### src/hdl/nalu_pkg.sv
// Shared types and constants for the nibble ALU micro-op datapath.
package nalu_pkg;

	typedef enum logic [2:0] {
		OP_BEGIN   = 3'd0,
		OP_LATCH   = 3'd1,
		OP_LOAD    = 3'd2,
		OP_SET_A   = 3'd3,
		OP_SET_CIN = 3'd4,
		OP_RUN     = 3'd5,
		OP_QUERY   = 3'd6
	} op_t;

	typedef enum logic [1:0] {
		KIND_OTHER = 2'd0,
		KIND_DAA   = 2'd1,
		KIND_TCS   = 2'd2,
		KIND_KBP   = 2'd3
	} kind_t;

	localparam logic [3:0] NIB_ALL   = 4'hF;
	localparam logic [3:0] NIB_ZERO  = 4'h0;
	localparam logic [3:0] DAA_LIMIT = 4'd9;
	localparam logic [3:0] DAA_ADJ   = 4'd6;
	localparam logic [3:0] TCS_VALUE = 4'd9;
	localparam logic [3:0] KBP_MAX_PASS = 4'd2;
	localparam logic [3:0] KBP_IN_4  = 4'd4;
	localparam logic [3:0] KBP_OUT_4 = 4'd3;
	localparam logic [3:0] KBP_IN_8  = 4'd8;
	localparam logic [3:0] KBP_OUT_8 = 4'd4;

	typedef struct packed {
		op_t        operation;
		logic [3:0] bus_value;
		logic       invert;
		logic       force_one;
		logic       save_acc;
		logic       save_carry;
		logic       shift_left;
		logic       shift_right;
		logic       opa_high;
		kind_t      insn_kind;
	} req_item_t;

	typedef struct packed {
		logic [3:0] initializer_value;
		logic [3:0] accumulator;
		logic       carry_flag;
		logic [3:0] latched_acc;
		logic       latched_carry;
		logic [3:0] adder_sum;
		logic       acc_is_zero;
		logic       sum_is_zero;
	} rsp_item_t;

	typedef struct packed {
		logic [3:0] acc_reg;
		logic [3:0] temp_reg;
		logic       carry_reg;
		logic [3:0] adder_a;
		logic       adder_cin;
		logic [3:0] acc_latch;
		logic       carry_latch;
		logic [3:0] sum_reg;
	} alu_state_t;

endpackage

### src/hdl/nalu_exec.sv
// Next-state and result logic for one ALU micro-operation.
module nalu_exec import nalu_pkg::*; (
	input  req_item_t  item,
	input  alu_state_t cur,
	output alu_state_t nxt,
	output rsp_item_t  result
);

	logic [3:0] b_opnd;
	logic [4:0] sum_full;
	logic [3:0] sum;
	logic       daa_hit;
	logic       daa_hit_nxt;
	logic [3:0] init_val;

	assign b_opnd   = item.invert ? ~cur.temp_reg : cur.temp_reg;
	assign sum_full = {1'b0, cur.adder_a} + {1'b0, b_opnd} + {4'b0000, cur.adder_cin};
	assign sum      = sum_full[3:0];
	assign daa_hit  = cur.carry_latch || (cur.acc_latch > DAA_LIMIT);

	always_comb begin
		nxt = cur;
		unique case (item.operation)
			OP_BEGIN: begin
				nxt.adder_a   = NIB_ZERO;
				nxt.temp_reg  = NIB_ALL;
				nxt.adder_cin = 1'b0;
			end
			OP_LATCH: begin
				nxt.acc_latch   = cur.acc_reg;
				nxt.carry_latch = cur.carry_reg;
			end
			OP_LOAD: begin
				nxt.temp_reg = item.bus_value;
			end
			OP_SET_A: begin
				nxt.adder_a = item.invert ? ~cur.acc_reg : cur.acc_reg;
			end
			OP_SET_CIN: begin
				nxt.adder_cin = item.force_one | (cur.carry_reg ^ item.invert);
			end
			OP_RUN: begin
				nxt.sum_reg = sum;
				if (item.shift_left) begin
					nxt.carry_reg = sum[3];
					nxt.acc_reg   = {sum[2:0], cur.carry_latch};
				end else if (item.shift_right) begin
					nxt.carry_reg = sum[0];
					nxt.acc_reg   = {cur.carry_latch, sum[3:1]};
				end else begin
					if (item.save_acc)
						nxt.acc_reg = sum;
					if (item.save_carry)
						nxt.carry_reg = ((item.insn_kind == KIND_DAA) && daa_hit) | sum_full[4];
				end
			end
			default: begin
			end
		endcase
	end

	// initializer uses the latch contents after this operation
	assign daa_hit_nxt = nxt.carry_latch || (nxt.acc_latch > DAA_LIMIT);

	always_comb begin
		init_val = NIB_ALL;
		if (!item.opa_high) begin
			init_val = NIB_ZERO;
		end else begin
			case (item.insn_kind)
				KIND_DAA: init_val = daa_hit_nxt ? DAA_ADJ : NIB_ZERO;
				KIND_TCS: init_val = TCS_VALUE;
				KIND_KBP: begin
					if (nxt.acc_latch == KBP_IN_4)
						init_val = KBP_OUT_4;
					else if (nxt.acc_latch == KBP_IN_8)
						init_val = KBP_OUT_8;
					else if (nxt.acc_latch > KBP_MAX_PASS)
						init_val = NIB_ALL;
					else
						init_val = nxt.acc_latch;
				end
				default: init_val = NIB_ALL;
			endcase
		end
	end

	always_comb begin
		result.initializer_value = init_val;
		result.accumulator       = nxt.acc_reg;
		result.carry_flag        = nxt.carry_reg;
		result.latched_acc       = nxt.acc_latch;
		result.latched_carry     = nxt.carry_latch;
		result.adder_sum         = nxt.sum_reg;
		result.acc_is_zero       = (nxt.acc_latch == NIB_ZERO);
		result.sum_is_zero       = (nxt.sum_reg == NIB_ZERO);
	end

endmodule

### src/hdl/nibble_alu_micro_op_datapath.sv
// Top level of the nibble ALU micro-op datapath.
// Request path: input reg, then result reg, which holds the response.
// Throughput: one micro-op per cycle while rsp is not stalled.
// ALU state updates as an op leaves the input reg.
// Backpressure on rsp stalls the input reg, which then stalls req.
// Reset clears the ALU registers and both valid flags; payload regs are not reset.
module nibble_alu_micro_op_datapath import nalu_pkg::*; (
	input  logic      clk,
	input  logic      arst_n,
	input  logic      req_valid,
	output logic      req_ready,
	input  req_item_t req_data,
	output logic      rsp_valid,
	input  logic      rsp_ready,
	output rsp_item_t rsp_data
);

	logic       valid_s1;
	req_item_t  item_s1;
	logic       rsp_valid_q;
	rsp_item_t  rsp_q;
	alu_state_t state_q;
	alu_state_t state_nxt;
	rsp_item_t  result;
	logic       advance;

	assign advance   = valid_s1 && (!rsp_valid_q || rsp_ready);
	assign req_ready = !valid_s1 || !rsp_valid_q || rsp_ready;

	always_ff @(posedge clk or negedge arst_n) begin
		if (!arst_n)
			valid_s1 <= 1'b0;
		else if (req_ready)
			valid_s1 <= req_valid;
	end

	always_ff @(posedge clk) begin
		if (req_valid && req_ready)
			item_s1 <= req_data;
	end

	nalu_exec u_exec (
		.item   (item_s1),
		.cur    (state_q),
		.nxt    (state_nxt),
		.result (result)
	);

	always_ff @(posedge clk or negedge arst_n) begin
		if (!arst_n) begin
			state_q     <= '0;
			rsp_valid_q <= 1'b0;
		end else begin
			if (advance) begin
				state_q     <= state_nxt;
				rsp_valid_q <= 1'b1;
			end else if (rsp_ready) begin
				rsp_valid_q <= 1'b0;
			end
		end
	end

	always_ff @(posedge clk) begin
		if (advance)
			rsp_q <= result;
	end

	assign rsp_valid = rsp_valid_q;
	assign rsp_data  = rsp_q;

endmodule

### config.mk
export PLATFORM = sky130hd
export DESIGN_NAME = nibble_alu_micro_op_datapath
export DESIGN_NICKNAME = d
export VERILOG_FILES = /design/src/hdl/nalu_pkg.sv /design/src/hdl/nalu_exec.sv /design/src/hdl/nibble_alu_micro_op_datapath.sv
export SDC_FILE = /design/constraint.sdc
export NUM_CORES = 1
export LEC_CHECK = 0
export BUFFER_PORTS_ARGS = -buffer_cell sky130_fd_sc_hd__buf_4
export CELL_PAD_IN_SITES_DETAIL_PLACEMENT = 1
export CELL_PAD_IN_SITES_GLOBAL_PLACEMENT = 1
export CORE_ASPECT_RATIO = 1.4
export CORE_MARGIN = 3
export CORE_UTILIZATION = 45
export DETAILED_ROUTE_END_ITERATION = 8
export PLACE_DENSITY_LB_ADDON = 0.1
export SLEW_MARGIN = 10
export SYNTH_ARGS = -nofsm -noshare
export SYNTH_HDL_FRONTEND = slang
export SYNTH_SLANG_ARGS = --single-unit
### constraint.sdc
create_clock -name clk -period 2.59 [get_ports clk]
set_input_delay 0.1295 -clock clk [delete_from_list [all_inputs] [get_ports clk]]
set_output_delay 0.1295 -clock clk [all_outputs]
set_load 0.02 [all_outputs]
# Yosys cells after proc, flatten, opt, wreduce, memory -nomap -nowiden
# Index checks and enable logic that the tools add are counted.
# word_totals
reg_bits	61
inputBits	20
output_inout_bits	22
word_cells	90
# op_classes
addsub	2
magnitude_cmp	3
n_eq_ne	10
muxes	22
bitwise	5
n_reduce_logical	20
# op_table
operator	n
4-bit two-way mux	10
4-bit case mux with 2 select lines	2
4-bit case mux with 3 select lines	1
4-bit greater-than comparator (second input constant)	2
4-bit logical NOT	2
4-bit inverter	2
2-bit nonzero test	4
3-bit by 2-bit equality test with 1-bit output (second input constant)	2
3-bit equality test (second input constant)	2
1-bit two-way mux	6
2-bit AND reduction	3
4-bit by 4-bit adder with 5-bit output	1
5-bit by 1-bit adder with 5-bit output	1
1-bit logical OR	5
5-bit two-way mux	1
2-bit equality test (second input constant)	2
4-bit by 3-bit equality test with 1-bit output (second input constant)	1
4-bit equality test (second input constant)	1
4-bit by 2-bit greater-than comparator with 1-bit output (second input constant)	1
3-bit by 1-bit equality test with 1-bit output (second input constant)	1
1-bit logical AND	3
3-bit logical NOT	1
3-bit two-way mux	1
2-bit by 1-bit equality test with 1-bit output (second input constant)	1
4 further kinds	6

# Logic depth before layout (Yosys ltp)
# depth
word_depth	9
depth_mapped	10

# Hierarchy
# Synthesis repeated with hierarchy kept, for this count alone.
# unflattened
cells_unflattened	262
hier_area_um2	3266.9
# modules_own_cells
mod	n_inst	cells_per_inst	area_each_um2
nibble_alu_micro_op_datapath	1	93	2114.5
nalu_exec	1	169	1152.4

# Worst setup path after synthesis
# OpenSTA, ideal clock, no wires.
# synth_timing
kind	flip-flop to flip-flop
startpoint	register item_s1[8] (netlist name)
endpoint	register rsp_q, in the netlist rsp_data[11], data pin
t_arrival_ns	1.984
required_time_ns	2.325
setup_slack_ns	0.341
path_stages_with_launch	11
n_path_buf	1
period_less_slack_ns	2.249
cell_sequence	edfxtp_1 > buf_2 > xor2_1 > fa_1 > inv_1 > fa_1 > nor2b_1 > o21ai_0 > nand4b_1 > a221oi_1 > o31ai_1
# synth_lines
element	line	source
start: declaration	nibble_alu_micro_op_datapath.sv:19	req_item_t item_s1;
start signal: assignment	nibble_alu_micro_op_datapath.sv:39	item_s1 <= req_data;
end signal: assignment	nibble_alu_micro_op_datapath.sv:65	rsp_q <= result;
end: declaration	nibble_alu_micro_op_datapath.sv:21	rsp_item_t rsp_q;

==> reports/results.ini <==
[run_status]
outcome = complete, no violations

[yosys]
ys_ff_latch = 61
syn_area_per_cell_um2 = 11.8
syn_inst = 245
syn-num-nets = 270
yosysWarnings = 0
synth_area_um2 = 2900
synth-edff-count = 36
synthDistinctLibCells = 45
async_reset_ff_share_pct = 41.0
synthFlopType = edfxtp_1
yosysSeqAreaShare_pct = 58.9

[detailed_routing]
ant_nets = 0
detail_route.first_pass.iterations = 4
wl_um = 7450
drt_drc_violations_left = 0
viasPerCell = 5.59
drt-initial-drc-count = 100
via_count = 2176
wl_per_cell_um = 19.1

[worst_hold_path]
hp-class = primary input to register
min_from = rsp_ready
holdPathEnd = valid_s1$_DFFE_PN0N_
min_path_cells = 3

[sta]
fin_skew_ns = 0.00752
tightestPinTransition_ns = 0.774
fin_crit_sh_pct = 93.3
drv_slew = 0
whs_ns = 0.110
timing.slew.headroom_pct = 48.4
min_period_ns = 2.42
setup_slack_ns = 0.175
setup_viol = 0
tns_ns = 0
hold_viol = 0
fmax_mhz = 414

[floorplanning]
die_y_um = 101
core-area_um2 = 6210
io_pins = 42
rows = 34
fp.dieArea_um2 = 7450
die_x_um = 73.8
start_util_pct = 46.6

[pwr]
leakage_uw = 0.00154
total_power_uw = 3720
power_density_nw_per_um2 = 1010
peakVddDrop_mv = 0.567

[clock_tree]
cts.sinks = 61
root_buffer = clkbuf_8
clock_latency_ns = 0.34
clk_pin_slew_ns = 0.07
htreeDepth = 3
cts_buffers = 9
clk_path_buf_depth = 2
cts_tree = yes

[setup_path]
crit_chain = xor2_1 -> fa_1 -> inv_1 -> fa_1 -> nor2b_1 -> a21oi_1 -> o21ai_0 -> mux2i_1 -> o21ai_1
startpoint = item_s1[8]$_DFFE_PP_
crit_top_cell = fa_1
crit_type = register to register
r2r-start = item_s1[8]$_DFFE_PP_
cp_num_buf_inv = 1
cpPeakStageDelay_ns = 0.48
slowest_stage = fa_1
rrSetupSlack_ns = 0.17
crit_family = adder cells
end_kind = register
critPathLaunchType = register
cp.required_ns = 2.78
worst-path-max-fanout = 4
worstRegToRegCells = 9
reg2reg_to = rsp_data[13]$_DFFE_PP_
critPathArrivalTime_ns = 2.60

[finish]
layout_common_cells = buf_4, edfxtp_1, dfrtp_1, nand2_1, dlygate4sd3_1
fin_nets = 337
area_delta_synth_final_pct = 26.7
final_cells = 389
drive_gt1_share_pct = 24.9
mostFrequentLayoutCell = buf_4
antenna_cells = 0
fillCellCount = 666

[global_route]
grt_overflow = 0
grt_pass1_wl_um = 11900
grt_max_degree = 26
antenna_found_initial = 0
track_usage_pct = 21.8
grt_pass1_vias = 2357

[placement]
dp_hpwl_um = 4850
dpl.cell_count = 353
dpl_worst_slack_ns = 0.186
place.gp.congestion = 0.782
io_buffers = 41

[run]
drv_cap = 0

[area by class of cell]
cell class / instances / area [µm²] / area share [%]
clock inverters: 5 / 50.0 / 1.36
well taps: 72 / 90.1 / 2.45
inverters: 17 / 63.8 / 1.74
clock buffers: 11 / 141 / 3.85
repair buffers: 69 / 563 / 15.3
multi-input cells: 154 / 1060 / 28.8
flip-flops and latches: 61 / 1710 / 46.5
[cell usage after synthesis, drive strengths merged (2+ instances only)]
| master | n | area share (%) |
|---|---|---|
| nand2b | 3 | 0.65 |
| a21boi | 2 | 0.52 |
| edfxtp | 36 | 37 |
| inv | 17 | 2.2 |
| dfrtp | 25 | 22 |
| ha | 3 | 1.3 |
| a211oi | 3 | 0.78 |
| nor3b | 2 | 0.91 |
| buf | 7 | 1.9 |
| nor4 | 3 | 0.65 |
| nand4b | 2 | 0.60 |
| a21oi | 12 | 2.1 |
| o31ai | 5 | 1.3 |
| xor2 | 5 | 1.5 |
| nor3 | 3 | 0.52 |
| mux2i | 6 | 2.1 |
| fa | 2 | 1.4 |
| a31oi | 8 | 1.7 |
| nor2b | 6 | 1.3 |
| nor2 | 14 | 1.8 |
| o22ai | 4 | 0.86 |
| mux2 | 9 | 3.5 |
| xnor2 | 5 | 1.5 |
| nand3 | 2 | 0.35 |
| nand2 | 19 | 2.7 |
| a22o | 4 | 1.2 |
| and2 | 2 | 0.43 |
| clkbuf | 6 | 0.78 |
| o21a | 2 | 0.52 |
| o21ai | 16 | 2.8 |
[cell families after synthesis]
family                   after synthesis  share of synthesized area (%)
AO/OA/AOI/OAI                         61                           13.3
XOR/XNOR                              10                           3.02
adder cells (fa/ha/maj)                6                           3.02
buffers and inverters                 30                           4.84
flip-flops                            61                           58.9
multiplexers                          15                           5.57
AND/OR/NAND/NOR                       62                           11.4
[sequential cells by signal (all words and copies together) (netlist names)]
register and count:
valid_s1 1, state_q 23, item_s1 16, rsp_valid 1, rsp_data 20
[stage by stage]
stage / utilization, % / area (µm²)
after detailed placement: 52.8 / 3280
after global placement: 52.8 / 3280
after floorplan: - / 2900
after CTS: 58.8 / 3650
after global routing: 59.1 / 3670
final: 59.1 / 3670
[per-layer routing]
layer	up-vias	wire length, µm	track usage, %
met2	50	4030	38.0
met3	14	261	4.69
li1	1018	-	-
met4	0	198	10.6
met5	-	0	0
met1	1094	2960	24.5
[where the power goes]
part / switching (µW) / internal [µW]
clock: 383 / 464
sequential: 274 / 1310
combinational: 706 / 575
total: 1360 / 2350
[worst min-delay path: stages]
cell	delay (ns)
buf_4	0.08
nand3b_1	0.14
nand2b_1	0.06
[worst max path at each step]
stage | endpoint | slack, ns | cells past startpoint
floorplan | rsp_data[11]$_DFFE_PP_ | 0.34 | 10
global placement | rsp_data[14]$_DFFE_PP_ | 0.29 | 9
detailed placement | rsp_data[14]$_DFFE_PP_ | 0.19 | 9
CTS | rsp_data[13]$_DFFE_PP_ | 0.06 | 9
global route | rsp_data[0]$_DFFE_PP_ | -0.008 | 8
finish | rsp_data[13]$_DFFE_PP_ | 0.17 | 9
[timing repair]
action                                  CTS  global route
hold buffers                             18             0
endpoints found under the setup margin    0             2
resized for setup                         0             2
hold endpoints to repair                 42             0
buffers inserted                          0             2
(Power assumes the default switching activity.)
